### src/hw/rtl/uer_pkg.sv
`timescale 1ns / 1ps

package uer_pkg;

    localparam int DIST_W      = 15;
    localparam int STATUS_W    = 2;
    localparam int CFG_INDEX_W = 8;
    localparam int CFG_DATA_W  = 16;

    localparam logic [DIST_W-1:0] DIST_MAX = 15'h7FFF;

    localparam logic [STATUS_W-1:0] ST_OK       = 2'd0;
    localparam logic [STATUS_W-1:0] ST_NO_ECHO  = 2'd1;
    localparam logic [STATUS_W-1:0] ST_TOO_LONG = 2'd2;

    localparam logic [7:0]  RST_TRIG_LOW  = 8'd2;
    localparam logic [7:0]  RST_TRIG_HIGH = 8'd20;
    localparam logic [15:0] RST_TIMEOUT   = 16'd60000;
    localparam logic [7:0]  RST_DIVISOR   = 8'd58;

    typedef enum logic [CFG_INDEX_W-1:0] {
        REG_TRIG_LOW  = 8'd0,
        REG_TRIG_HIGH = 8'd1,
        REG_TIMEOUT   = 8'd2,
        REG_DIVISOR   = 8'd3
    } reg_idx_t;

    typedef enum logic [2:0] {
        PH_IDLE,
        PH_TLOW,
        PH_THIGH,
        PH_WAIT,
        PH_MEAS,
        PH_DIV
    } phase_t;

    typedef struct packed {
        logic                cnt_clear;
        logic                cnt_inc;
        logic                div_start;
        logic                fin_err;
        logic                fin_ok;
        logic [STATUS_W-1:0] err_status;
        logic                out_load;
        logic                out_trig;
        logic                out_busy;
        logic                out_done;
    } dp_cmd_t;

    typedef struct packed {
        logic ge_low;
        logic ge_high;
        logic timed_out;
        logic div_done;
    } dp_stat_t;

endpackage

### src/hw/rtl/uer_tick_if.sv
`timescale 1ns / 1ps

interface uer_tick_if;
    logic valid;
    logic ready;
    logic start_request;
    logic echo_level;

    modport source (output valid, output start_request, output echo_level, input ready);
    modport sink (input valid, input start_request, input echo_level, output ready);
endinterface

### src/hw/rtl/uer_result_if.sv
`timescale 1ns / 1ps

interface uer_result_if;
    logic                           valid;
    logic                           ready;
    logic                           trigger_level;
    logic                           busy_res;
    logic                           done_res;
    logic [uer_pkg::STATUS_W-1:0]   measure_status;
    logic [uer_pkg::DIST_W-1:0]     distance_cm;

    modport source (
        output valid, output trigger_level, output busy_res, output done_res,
        output measure_status, output distance_cm, input ready
    );
    modport sink (
        input valid, input trigger_level, input busy_res, input done_res,
        input measure_status, input distance_cm, output ready
    );
endinterface

### src/hw/rtl/uer_cfg_if.sv
`timescale 1ns / 1ps

interface uer_cfg_if;
    logic                             valid;
    logic                             ready;
    logic [uer_pkg::CFG_INDEX_W-1:0]  index;
    logic [uer_pkg::CFG_DATA_W-1:0]   data;

    modport source (output valid, output index, output data, input ready);
    modport sink (input valid, input index, input data, output ready);
endinterface

### src/hw/rtl/uer_ctrl.sv
`timescale 1ns / 1ps

module uer_ctrl (
    input  logic               clk,
    input  logic               rst_n,
    input  logic               tick_valid,
    input  logic               start_request,
    input  logic               echo_level,
    output logic               tick_ready,
    output logic               result_valid,
    input  logic               result_ready,
    input  uer_pkg::dp_stat_t  stat,
    output uer_pkg::dp_cmd_t   cmd
);

    uer_pkg::phase_t phase_reg;
    uer_pkg::phase_t phase_next;
    logic            out_valid_reg;
    logic            out_valid_next;
    logic            out_free;
    logic            accept;

    always_ff @(posedge clk or negedge rst_n)
    begin
        if (!rst_n)
        begin
            phase_reg     <= uer_pkg::PH_IDLE;
            out_valid_reg <= 1'b0;
        end
        else
        begin
            phase_reg     <= phase_next;
            out_valid_reg <= out_valid_next;
        end
    end

    always_comb
    begin
        out_free       = !out_valid_reg || result_ready;
        tick_ready     = (phase_reg != uer_pkg::PH_DIV) && out_free;
        accept         = tick_valid && tick_ready;
        phase_next     = phase_reg;
        out_valid_next = out_valid_reg && !result_ready;
        cmd            = '0;

        case (phase_reg)
            uer_pkg::PH_IDLE:
            begin
                if (accept && start_request)
                begin
                    phase_next    = uer_pkg::PH_TLOW;
                    cmd.cnt_clear = 1'b1;
                end
            end
            uer_pkg::PH_TLOW:
            begin
                if (accept)
                begin
                    cmd.cnt_inc = 1'b1;
                    if (stat.ge_low)
                    begin
                        phase_next    = uer_pkg::PH_THIGH;
                        cmd.cnt_clear = 1'b1;
                    end
                end
            end
            uer_pkg::PH_THIGH:
            begin
                cmd.out_trig = 1'b1;
                if (accept)
                begin
                    cmd.cnt_inc = 1'b1;
                    if (stat.ge_high)
                    begin
                        phase_next    = uer_pkg::PH_WAIT;
                        cmd.cnt_clear = 1'b1;
                    end
                end
            end
            uer_pkg::PH_WAIT:
            begin
                if (accept)
                begin
                    if (echo_level)
                    begin
                        phase_next    = uer_pkg::PH_MEAS;
                        cmd.cnt_clear = 1'b1;
                    end
                    else
                    begin
                        cmd.cnt_inc = 1'b1;
                        if (stat.timed_out)
                        begin
                            phase_next     = uer_pkg::PH_IDLE;
                            cmd.cnt_clear  = 1'b1;
                            cmd.fin_err    = 1'b1;
                            cmd.err_status = uer_pkg::ST_NO_ECHO;
                            cmd.out_done   = 1'b1;
                        end
                    end
                end
            end
            uer_pkg::PH_MEAS:
            begin
                if (accept)
                begin
                    if (!echo_level)
                    begin
                        phase_next    = uer_pkg::PH_DIV;
                        cmd.div_start = 1'b1;
                    end
                    else
                    begin
                        cmd.cnt_inc = 1'b1;
                        if (stat.timed_out)
                        begin
                            phase_next     = uer_pkg::PH_IDLE;
                            cmd.cnt_clear  = 1'b1;
                            cmd.fin_err    = 1'b1;
                            cmd.err_status = uer_pkg::ST_TOO_LONG;
                            cmd.out_done   = 1'b1;
                        end
                    end
                end
            end
            uer_pkg::PH_DIV:
            begin
                // echo fell: result loads once the quotient is complete and the result register is free
                if (stat.div_done && out_free)
                begin
                    phase_next     = uer_pkg::PH_IDLE;
                    cmd.cnt_clear  = 1'b1;
                    cmd.fin_ok     = 1'b1;
                    cmd.out_done   = 1'b1;
                    cmd.out_load   = 1'b1;
                    out_valid_next = 1'b1;
                end
            end
            default:
            begin
                phase_next    = uer_pkg::PH_IDLE;
                cmd.cnt_clear = 1'b1;
            end
        endcase

        if (accept && !cmd.div_start)
        begin
            cmd.out_load   = 1'b1;
            out_valid_next = 1'b1;
        end
        cmd.out_busy = (phase_next != uer_pkg::PH_IDLE);
        result_valid = out_valid_reg;
    end

endmodule

### src/hw/rtl/uer_datapath.sv
`timescale 1ns / 1ps

module uer_datapath #(
    parameter int COUNTER_BITS = 16
) (
    input  logic                               clk,
    input  logic                               rst_n,
    input  uer_pkg::dp_cmd_t                   cmd,
    output uer_pkg::dp_stat_t                  stat,
    input  logic                               cfg_valid,
    input  logic [uer_pkg::CFG_INDEX_W-1:0]    cfg_index,
    input  logic [uer_pkg::CFG_DATA_W-1:0]     cfg_data,
    output logic                               trigger_level,
    output logic                               busy_res,
    output logic                               done_res,
    output logic [uer_pkg::STATUS_W-1:0]       measure_status,
    output logic [uer_pkg::DIST_W-1:0]         distance_cm
);

    localparam int QW   = COUNTER_BITS - 1;
    localparam int DCW  = $clog2(QW + 1);
    localparam int CMPW = (COUNTER_BITS > 16) ? COUNTER_BITS : 16;
    localparam int QXW  = (QW > uer_pkg::DIST_W) ? QW : uer_pkg::DIST_W;

    logic [7:0]                     trig_low_reg;
    logic [7:0]                     trig_high_reg;
    logic [15:0]                    timeout_reg;
    logic [7:0]                     divisor_reg;

    logic [COUNTER_BITS-1:0]        cnt_reg;
    logic [COUNTER_BITS-1:0]        cnt_next;
    logic [COUNTER_BITS-1:0]        cnt_inc_val;

    logic [QW-1:0]                  dq_reg;
    logic [7:0]                     rem_reg;
    logic [DCW-1:0]                 div_cnt_reg;
    logic [7:0]                     div_eff;
    logic [8:0]                     trial;
    logic [8:0]                     diff;
    logic                           q_bit;
    logic [QXW-1:0]                 q_ext;
    logic [uer_pkg::DIST_W-1:0]     dist_sat;

    logic [uer_pkg::STATUS_W-1:0]   last_status_reg;
    logic [uer_pkg::STATUS_W-1:0]   last_status_next;
    logic [uer_pkg::DIST_W-1:0]     last_dist_reg;
    logic [uer_pkg::DIST_W-1:0]     last_dist_next;

    logic                           out_trig_reg;
    logic                           out_busy_reg;
    logic                           out_done_reg;
    logic [uer_pkg::STATUS_W-1:0]   out_status_reg;
    logic [uer_pkg::DIST_W-1:0]     out_dist_reg;

    always_ff @(posedge clk or negedge rst_n)
    begin
        if (!rst_n)
        begin
            trig_low_reg  <= uer_pkg::RST_TRIG_LOW;
            trig_high_reg <= uer_pkg::RST_TRIG_HIGH;
            timeout_reg   <= uer_pkg::RST_TIMEOUT;
            divisor_reg   <= uer_pkg::RST_DIVISOR;
        end
        else if (cfg_valid)
        begin
            case (uer_pkg::reg_idx_t'(cfg_index))
                uer_pkg::REG_TRIG_LOW:  trig_low_reg  <= cfg_data[7:0];
                uer_pkg::REG_TRIG_HIGH: trig_high_reg <= cfg_data[7:0];
                uer_pkg::REG_TIMEOUT:   timeout_reg   <= cfg_data;
                uer_pkg::REG_DIVISOR:   divisor_reg   <= cfg_data[7:0];
                default:
                begin
                end
            endcase
        end
    end

    // saturating tick counter
    always_comb
    begin
        cnt_inc_val = (cnt_reg == '1) ? cnt_reg : cnt_reg + COUNTER_BITS'(1);
        if (cmd.cnt_clear)
            cnt_next = '0;
        else if (cmd.cnt_inc)
            cnt_next = cnt_inc_val;
        else
            cnt_next = cnt_reg;

        stat.ge_low    = cnt_inc_val >= COUNTER_BITS'(trig_low_reg);
        stat.ge_high   = cnt_inc_val >= COUNTER_BITS'(trig_high_reg);
        stat.timed_out = (CMPW'(cnt_inc_val) > CMPW'(timeout_reg)) || (cnt_inc_val == '1);
        stat.div_done  = (div_cnt_reg == '0);
    end

    always_ff @(posedge clk or negedge rst_n)
    begin
        if (!rst_n)
            cnt_reg <= '0;
        else
            cnt_reg <= cnt_next;
    end

    // restoring divider, one quotient bit per cycle
    always_comb
    begin
        div_eff  = (divisor_reg == 8'd0) ? 8'd1 : divisor_reg;
        trial    = {rem_reg, dq_reg[QW-1]};
        diff     = trial - {1'b0, div_eff};
        q_bit    = (trial >= {1'b0, div_eff});
        q_ext    = QXW'(dq_reg);
        dist_sat = (q_ext > QXW'(uer_pkg::DIST_MAX)) ? uer_pkg::DIST_MAX
                                                     : q_ext[uer_pkg::DIST_W-1:0];
    end

    always_ff @(posedge clk or negedge rst_n)
    begin
        if (!rst_n)
            div_cnt_reg <= '0;
        else if (cmd.div_start)
            div_cnt_reg <= DCW'(QW);
        else if (div_cnt_reg != '0)
            div_cnt_reg <= div_cnt_reg - DCW'(1);
    end

    always_ff @(posedge clk)
    begin
        if (cmd.div_start)
        begin
            dq_reg  <= cnt_reg[COUNTER_BITS-1:1];
            rem_reg <= 8'd0;
        end
        else if (div_cnt_reg != '0)
        begin
            dq_reg  <= {dq_reg[QW-2:0], q_bit};
            rem_reg <= q_bit ? diff[7:0] : trial[7:0];
        end
    end

    always_comb
    begin
        last_status_next = last_status_reg;
        last_dist_next   = last_dist_reg;
        if (cmd.fin_err)
        begin
            last_status_next = cmd.err_status;
            last_dist_next   = '0;
        end
        else if (cmd.fin_ok)
        begin
            last_status_next = uer_pkg::ST_OK;
            last_dist_next   = dist_sat;
        end
    end

    always_ff @(posedge clk or negedge rst_n)
    begin
        if (!rst_n)
        begin
            last_status_reg <= uer_pkg::ST_OK;
            last_dist_reg   <= '0;
        end
        else
        begin
            last_status_reg <= last_status_next;
            last_dist_reg   <= last_dist_next;
        end
    end

    always_ff @(posedge clk)
    begin
        if (cmd.out_load)
        begin
            out_trig_reg   <= cmd.out_trig;
            out_busy_reg   <= cmd.out_busy;
            out_done_reg   <= cmd.out_done;
            out_status_reg <= last_status_next;
            out_dist_reg   <= last_dist_next;
        end
    end

    assign trigger_level  = out_trig_reg;
    assign busy_res       = out_busy_reg;
    assign done_res       = out_done_reg;
    assign measure_status = out_status_reg;
    assign distance_cm    = out_dist_reg;

endmodule

### src/hw/rtl/ultrasonic_echo_ranger.sv
`timescale 1ns / 1ps

// Channel   Dir   Request                                      Ready
// tick      in    start_request, echo_level (one timer tick)   result reg free, divider idle
// result    out   trigger_level, busy_res, done_res,           from downstream
//                 measure_status, distance_cm
// cfg       in    index, data (register write)                 always high
//
// Each tick's result sits in an output register, and the next tick is taken while that
// register drains. The tick on which the echo falls starts the restoring divider, which
// yields one of COUNTER_BITS - 1 quotient bits per cycle; tick intake waits until it ends.
// Reset clears phase, tick counter and last status/distance, and loads register defaults.
// A stalled result stalls tick intake; configuration writes are taken in any cycle.

module ultrasonic_echo_ranger #(
    parameter int COUNTER_BITS = 16
) (
    input  logic                clk,
    input  logic                rst_n,
    uer_tick_if.sink            tick,
    uer_result_if.source        result,
    uer_cfg_if.sink             cfg
);

    uer_pkg::dp_cmd_t  cmd;
    uer_pkg::dp_stat_t stat;

    assign cfg.ready = 1'b1;

    uer_ctrl u_ctrl (
        .clk           (clk),
        .rst_n         (rst_n),
        .tick_valid    (tick.valid),
        .start_request (tick.start_request),
        .echo_level    (tick.echo_level),
        .tick_ready    (tick.ready),
        .result_valid  (result.valid),
        .result_ready  (result.ready),
        .stat          (stat),
        .cmd           (cmd)
    );

    uer_datapath #(
        .COUNTER_BITS (COUNTER_BITS)
    ) u_datapath (
        .clk            (clk),
        .rst_n          (rst_n),
        .cmd            (cmd),
        .stat           (stat),
        .cfg_valid      (cfg.valid),
        .cfg_index      (cfg.index),
        .cfg_data       (cfg.data),
        .trigger_level  (result.trigger_level),
        .busy_res       (result.busy_res),
        .done_res       (result.done_res),
        .measure_status (result.measure_status),
        .distance_cm    (result.distance_cm)
    );

endmodule

### src/flat_wrapper.sv
// flat-port wrapper written by rule: the top's interface ports become plain ports
module ultrasonic_echo_ranger_flat 
#(
    parameter int COUNTER_BITS = 16
)
  (clk, rst_n, tick_valid, tick_start_request, tick_echo_level, tick_ready, result_valid, result_trigger_level, result_busy_res, result_done_res, result_measure_status, result_distance_cm, result_ready, cfg_valid, cfg_index, cfg_data, cfg_ready);
  uer_tick_if tick_i ();
  uer_result_if result_i ();
  uer_cfg_if cfg_i ();
  input  logic clk;
  input  logic rst_n;
  input wire logic [$bits(tick_i.valid)-1:0] tick_valid;
  input wire logic [$bits(tick_i.start_request)-1:0] tick_start_request;
  input wire logic [$bits(tick_i.echo_level)-1:0] tick_echo_level;
  output wire logic [$bits(tick_i.ready)-1:0] tick_ready;
  output wire logic [$bits(result_i.valid)-1:0] result_valid;
  output wire logic [$bits(result_i.trigger_level)-1:0] result_trigger_level;
  output wire logic [$bits(result_i.busy_res)-1:0] result_busy_res;
  output wire logic [$bits(result_i.done_res)-1:0] result_done_res;
  output wire logic [$bits(result_i.measure_status)-1:0] result_measure_status;
  output wire logic [$bits(result_i.distance_cm)-1:0] result_distance_cm;
  input wire logic [$bits(result_i.ready)-1:0] result_ready;
  input wire logic [$bits(cfg_i.valid)-1:0] cfg_valid;
  input wire logic [$bits(cfg_i.index)-1:0] cfg_index;
  input wire logic [$bits(cfg_i.data)-1:0] cfg_data;
  output wire logic [$bits(cfg_i.ready)-1:0] cfg_ready;
  assign tick_i.valid = tick_valid;
  assign tick_i.start_request = tick_start_request;
  assign tick_i.echo_level = tick_echo_level;
  assign tick_ready = tick_i.ready;
  assign result_valid = result_i.valid;
  assign result_trigger_level = result_i.trigger_level;
  assign result_busy_res = result_i.busy_res;
  assign result_done_res = result_i.done_res;
  assign result_measure_status = result_i.measure_status;
  assign result_distance_cm = result_i.distance_cm;
  assign result_i.ready = result_ready;
  assign cfg_i.valid = cfg_valid;
  assign cfg_i.index = cfg_index;
  assign cfg_i.data = cfg_data;
  assign cfg_ready = cfg_i.ready;
  ultrasonic_echo_ranger #(.COUNTER_BITS(COUNTER_BITS)) u_core (.clk(clk), .rst_n(rst_n), .tick(tick_i), .result(result_i), .cfg(cfg_i));
endmodule
### config.mk
export PLATFORM = sky130hd
export DESIGN_NAME = ultrasonic_echo_ranger_flat
export DESIGN_NICKNAME = d
export VERILOG_FILES = /design/src/hw/rtl/uer_pkg.sv /design/src/hw/rtl/uer_tick_if.sv /design/src/hw/rtl/uer_result_if.sv /design/src/hw/rtl/uer_cfg_if.sv /design/src/hw/rtl/uer_ctrl.sv /design/src/hw/rtl/uer_datapath.sv /design/src/hw/rtl/ultrasonic_echo_ranger.sv /design/src/flat_wrapper.sv
export SDC_FILE = /design/constraint.sdc
export NUM_CORES = 1
export LEC_CHECK = 0
export BUFFER_PORTS_ARGS = -buffer_cell sky130_fd_sc_hd__buf_2
export CORE_ASPECT_RATIO = 1.4
export CORE_UTILIZATION = 25
export CTS_BUF_LIST = sky130_fd_sc_hd__clkbuf_8 sky130_fd_sc_hd__clkbuf_16
export CTS_CLUSTER_SIZE = 8
export DETAILED_ROUTE_END_ITERATION = 10
export GPL_ROUTABILITY_DRIVEN = 0
export PLACE_DENSITY = 0.48
export SYNTH_ARGS = -nofsm -noshare
export SYNTH_HDL_FRONTEND = slang
export SYNTH_SLANG_ARGS = --single-unit
### constraint.sdc
create_clock -name clk -period 6.7 [get_ports clk]
set_input_delay 0.335 -clock clk [delete_from_list [all_inputs] [get_ports clk]]
set_output_delay 0.335 -clock clk [all_outputs]
set_load 0.01 [all_outputs]
# Word-level counts from Yosys, hierarchy flattened
# Cells that the tools add are included.
[word_totals] mem_count=0 inputBits=31 out_inout_bits=23 mem_bits_rw=0 mem_bits_ro=0 latchBits=0 elab_cells=119 register_bits=124
[op_classes] eq_ne=11 bitwise=0 mul=0 n_mux=60 reduce_logical=23 n_shift=0 magnitude_cmp=5 add_sub_neg=3 div_mod_pow=0
[op_table] cell="2-to-1 mux 15 bit" n=5
[op_table] cell="2-to-1 mux 16 bit" n=3
[op_table] cell="2-to-1 mux 3 bit" n=11
[op_table] cell="== test 16 bit (second input constant)" n=2
[op_table] cell="greater-or-equal comparator 16 x 8 -> 1 bit" n=2
[op_table] cell="2-to-1 mux 1 bit" n=21
[op_table] cell="2-to-1 mux 2 bit" n=9
[op_table] cell="case mux 3 bit (6 select lines)" n=1
[op_table] cell="adder 16 x 1 -> 16 bit (second input constant)" n=1
[op_table] cell="== test 8 x 2 -> 1 bit (second input constant)" n=2
[op_table] cell="greater-than comparator 16 bit" n=1
[op_table] cell="zero test 8 bit" n=2
[op_table] cell="2-to-1 mux 8 bit" n=2
[op_table] cell="greater-than comparator 15 bit (second input constant)" n=1
[op_table] cell="2-to-1 mux 4 bit" n=3
[op_table] cell="greater-or-equal comparator 9 x 8 -> 1 bit" n=1
[op_table] cell="== test 8 x 1 -> 1 bit (second input constant)" n=1
[op_table] cell="AND reduction 2 bit" n=4
[op_table] cell="subtractor 8 bit" n=1
[op_table] cell="== test 3 x 2 -> 1 bit (second input constant)" n=2
[op_table] cell="== test 3 bit (second input constant)" n=2
[op_table] cell="logical AND 1 bit" n=6
[op_table] cell="case mux 1 bit (6 select lines)" n=1
[op_table] cell="zero test 4 bit" n=1
[op_table] cell="13 further kinds" n=17

# Logic depth before layout (Yosys ltp)
[depth] word_depth=11 ltp_mapped=17 ltp_nobuf=15

# By module
# Synthesis repeated with hierarchy kept, for this count alone.
[hier_totals] hier_cells=657 hier_area_um2=6954.2
[by_module_without_submodules] module="uer_datapath" seq_area_each_um2=3155.5 instances=1 area_each_um2=6459.9 cells_per_inst=588
[by_module_without_submodules] module="uer_ctrl" seq_area_each_um2=100.1 instances=1 area_each_um2=483.0 cells_per_inst=67
[by_module_without_submodules] module="ultrasonic_echo_ranger" seq_area_each_um2=0.0 instances=1 area_each_um2=11.3 cells_per_inst=2

# Least setup slack after synthesis
# No wires, ideal clock.
[synth_path] path_type="register to register" startpoint="register u_core.u_datapath.cnt_reg[0]" endpoint="register u_core.u_datapath.cnt_reg[14]" setup_ns=0.073 stages_incl_launch_ff=16 t_arrival_ns=3.510 period_less_slack_ns=3.583 path_buffers=1 path_slack_ns=3.117 t_required_ns=6.627 path_cell_list="dfrtp_1 -> ha_1 -> and4_1 -> nand4_1 -> and2_1 -> and3_1 -> xor2_1 -> ha_1 -> a41o_1 -> a221oi_1 -> a32oi_1 -> a211oi_2 -> nand2b_1 -> a211o_4 -> buf_6 -> a21oi_2"
[synth_via] elab_chain_len=9 word_cells_on_any_way=21 classes_between="1 x add/sub; 3 x order compare; 2 x eq/ne; 13 x mux; 2 x reduce/logical"
[synth_lines] item="from (decl)" line="uer_datapath.sv:30" source="logic [COUNTER_BITS-1:0] cnt_reg;"
[synth_lines] item="from (signal assigned)" line="uer_datapath.sv:100" source="cnt_reg <= cnt_next;"
[synth_lines] item="adder 16 x 1 -> 16 bit or == test 16 bit (tied branches)" line="uer_datapath.sv:81" source="cnt_inc_val = (cnt_reg == '1) ? cnt_reg : cnt_reg + COUNTER_BITS'(1);"
[synth_lines] item="2-to-1 mux 16 bit (*)" line="uer_datapath.sv:81"
[synth_lines] item="greater-than comparator 16 bit or == test 16 bit (tied branches)" line="uer_datapath.sv:91" source="stat.timed_out = (CMPW'(cnt_inc_val) > CMPW'(timeout_reg)) || (cnt_inc_val == '1);"
[synth_lines] item="logical OR 1 bit" line="uer_datapath.sv:91"
[synth_lines] item="2-to-1 mux 1 bit" line="uer_ctrl.sv:92, uer_ctrl.sv:115"
[synth_lines] item="2-to-1 mux 2 bit or 2-to-1 mux 1 bit (tied branches)" line="uer_ctrl.sv:107, uer_ctrl.sv:84"
[synth_lines] item="2-to-1 mux 4 bit or 2-to-1 mux 2 bit (tied branches)" line="uer_ctrl.sv:105, uer_ctrl.sv:82"
[synth_lines] item="case mux 1 bit (6 select lines)" line="uer_ctrl.sv:46" source="case (phase_reg)"
[synth_lines] item="2-to-1 mux 16 bit or nonzero test 2 bit (tied branches)"
# Every way passes the cells marked *; elsewhere a longest branch is shown, timed or not. The select of a mux whose other input is x is not followed.
# A chain may end at the register's enable or synchronous reset.

==> flow_summary_export.csv <==
group,metric,value,unit
detailed_routing,post-route-drc-count,0,
sta,hold_violations,0,
outcome,status,"finished, final reports clean",
detailed_routing,wl_per_cell,14.70,µm
global_route,grt_pass1_vias,5038,
power,p_per_area,386.4,nW/µm²
final_layout,area_delta_synth_final,16.91,%
detailed_routing,drtIter0Drc,226,
global_route,grt_usage,0.1276,
detailed_routing,wirelength,16510,µm
die,die-width,141.6,µm
sta,setup_viol,0,
synthesis,yosysSeqAreaShare,0.4772,
synthesis,ys_ff_latch,124,
die,coreArea,26830,µm²
synthesis,synthCells,704,
setup_path,critical_path_required,6.87,ns
global_route,overflow,0,
sta,slew_violations,0,
synthesis,syn_nets,778,
synthesis,ys_warn_count,0,
synthesis,synth_ff_type,"dfrtp_1",
final_layout,drive_gt1_frac,0.1847,
die,start_util,0.2543,
detailed_routing,viasPerCell,4.472,
synthesis,synth_edf_count,35,
sta,finalSetupTns,0,ns
sta,skew,0.01031,ns
detailed_routing,via_count,5022,
placement,hpwl,12220,µm
synthesis,ys_types,65,
final_layout,antenna_cells,0,
detailed_routing,drt_pass1_iterations,4,
global_route,antenna_found_initial,0,
power,p_leak,3.523,nW
clock_network,clk_pin_slew_worst_paths,0.06,ns
synthesis,synthTopCellsByArea,"dfrtp_1 25%, edfxtp_1 15%, ha_1 7.7%",
clock_network,cts_sinks,124,
sta,max_freq,205.6,MHz
clock_network,clockRootBuffer,"clkbuf_16",
die,num_rows,71,
global_route,grt_max_degree,54,
power,power,3.082,mW
setup_path,critPathKind,"flop to flop",
final_layout,mostFrequentLayoutCells,"130 x nand2_1, 67 x dfrtp_1, 51 x buf_2",
synthesis,yosysTopAreaCell,"dfrtp_1",
setup_path,cp_data_arrival_time,5.03,ns
clock_network,cts_tree,"done",
clock_network,cts.repair.resized,0,
clock_network,insertion_delay,0.43,ns
sta,worst-slew-pin-transition,1.082,ns
die,die_area,27970,µm²
run,max-cap-violations,0,
min_path,min-delay-path-class,"input port to flop",
synthesis,avgSynthCellArea,9.691,µm²
setup_path,crit_fanout,16,
sta,max_slew_margin,0.2757,
synthesis,syn-cell-area,6823,µm²
sta,layout_min_cycle_time,4.864,ns
placement,io_buffers,52,
synthesis,synth_top_area_frac,0.2457,
clock_network,htreeDepth,4,
sta,rsz0062_at_grt,"false",
sta,period_share,0.7259,
die,die_h,197.5,µm
final_layout,layout.nets,820,
power,max-vdd-ir-drop,0.1386,mV
setup_path,start_kind,"flop",
die,io_pins,54,
global_route,grt_pass1_wl,27360,µm
clock_network,cts-buffers-inserted,17,
final_layout,final_common_cell,"nand2_1",
detailed_routing,drtAntennaViolNets,0,
clock_network,clk_path_buf_depth,2,
synthesis,synth_async_sr_flop_share,0.6532,
setup_path,critPathCaptureType,"flop",
==> kinds of logic (layout without fill, tap and decap cells) <==
kind of cell	Yosys count	after routing	synth area share
xor+xnor	21	21	0.02696
other cells	1	1	0.0005496
flops	124	124	0.4772
fa+ha+maj	44	44	0.08142
simple gates	265	265	0.1834
compound gates	135	135	0.1251
mux	34	34	0.05667
buf+inv	80	134	0.04878
==> cells in the mapped netlist, types with 2 or more instances <==
cell type  instances
a211o_1            2
a211oi_2           2
a21boi_0           2
a21o_1            10
a21oi_1           45
a311oi_1           2
a31oi_1            5
a41o_1             2
a41oi_1            4
and2_1            10
and3_1             5
and4_1             5
buf_2              8
buf_4              4
clkbuf_1          21
dfrtp_1           67
dfstp_2           14
dfxtp_1            8
edfxtp_1          35
ha_1              42
inv_1             46
mux2_2            27
mux2i_1            6
nand2_1          130
nand2b_1           7
nand3_1           16
nand3b_1           2
nand4_1           14
nor2_1            40
nor2b_1           11
nor3_1             4
nor3b_1            2
nor4_1             6
o211ai_1           7
o21a_1             2
o21ai_0           34
o22ai_1            3
o31ai_1            2
or2_2              2
or3_1              4
or4_1              3
xnor2_1            9
xor2_1            12
==> final timing paths <==
path / start / to / slack, ns / cells after the start
worst max register to register: u_core.u_datapath.cnt_reg[0]$_DFFE_PN0P_ / u_core.u_datapath.done_res$_DFFE_PP_ / 1.84 / 13
max in group asynchronous: rst_n / u_core.u_datapath.divisor_reg[6]$_DFFE_PN0P_ / 5.24 / 3
worst min register to register: u_core.u_datapath.rem_reg[7]$_SDFFE_PP0P_ / u_core.u_datapath.rem_reg[7]$_SDFFE_PP0P_ / 0.46 / 2
min in group asynchronous: rst_n / u_core.u_datapath.last_dist_reg[10]$_DFF_PN0_ / 0.38 / 2
worst min-delay path: cfg_data[12] / u_core.u_datapath.timeout_reg[12]$_DFFE_PN0P_ / 0.15 / 2
worst max-delay path: u_core.u_datapath.cnt_reg[0]$_DFFE_PN0P_ / u_core.u_datapath.done_res$_DFFE_PP_ / 1.84 / 13
==> metal layers <==
metal | track usage | vias to the layer above | share of wire
li1 | - | 2553 | -
met1 | 0.1545 | 2371 | 0.45
met2 | 0.2180 | 72 | 0.50
met3 | 0.02473 | 26 | 0.024
met4 | 0.05695 | 0 | 0.025
met5 | 0 | - | 0
==> report_power, final <==
part           leakage (nW)  internal (mW)  switching, mW  total [mW]
clock network         0.263          0.507          0.354       0.861
logic                  1.84          0.412          0.606        1.02
registers              1.42           1.06          0.142        1.20
total                  3.52           1.98           1.10        3.08
==> area by class of cell <==
class,instances,area (µm²)
timing repair buffer,57,302.8
tap,365,456.7
inverter,46,172.7
sequential,124,3256
clock buffer,17,425.4
multi-input combinational,500,3241
clock inverter,14,122.6
fill,2864,18850
==> metrics by stage <==
step | setup WS (ns) | hold slack [ns] | cells | instance area, µm² | util
after floorplan | 3.117 | 0.03941 | 704 | 6823 | -
after global placement | 1.923 | 0.2971 | 1091 | 7418 | 0.2765
after detailed placement | 1.862 | 0.2996 | 1091 | 7418 | 0.2765
after CTS | 1.828 | 0.1326 | 1123 | 7976 | 0.2973
after global routing | 1.503 | 0.1381 | 1123 | 7976 | 0.2973
final | 1.836 | 0.1472 | 1123 | 7976 | 0.2973
==> critical path: stages (launching register included) <==
cell	delay, ns
dfrtp_1	0.47
ha_1	0.48
and4_1	0.28
nand4_1	0.31
and2_1	0.32
and3_1	0.21
xor2_1	0.15
ha_1	0.20
a41o_1	0.17
a221oi_1	0.35
a32oi_1	0.18
a211oi_2	0.67
nor2_1	0.43
or2_2	0.39
==> what timing repair did <==
action / in CTS / in global routing
endpoints found under the setup margin: 0 / 0
setup buffers: 0 / 0
hold buffers: 1 / 0
hold endpoints to repair: 21 / 0
No activity file was read; power rests on OpenSTA's default activity.
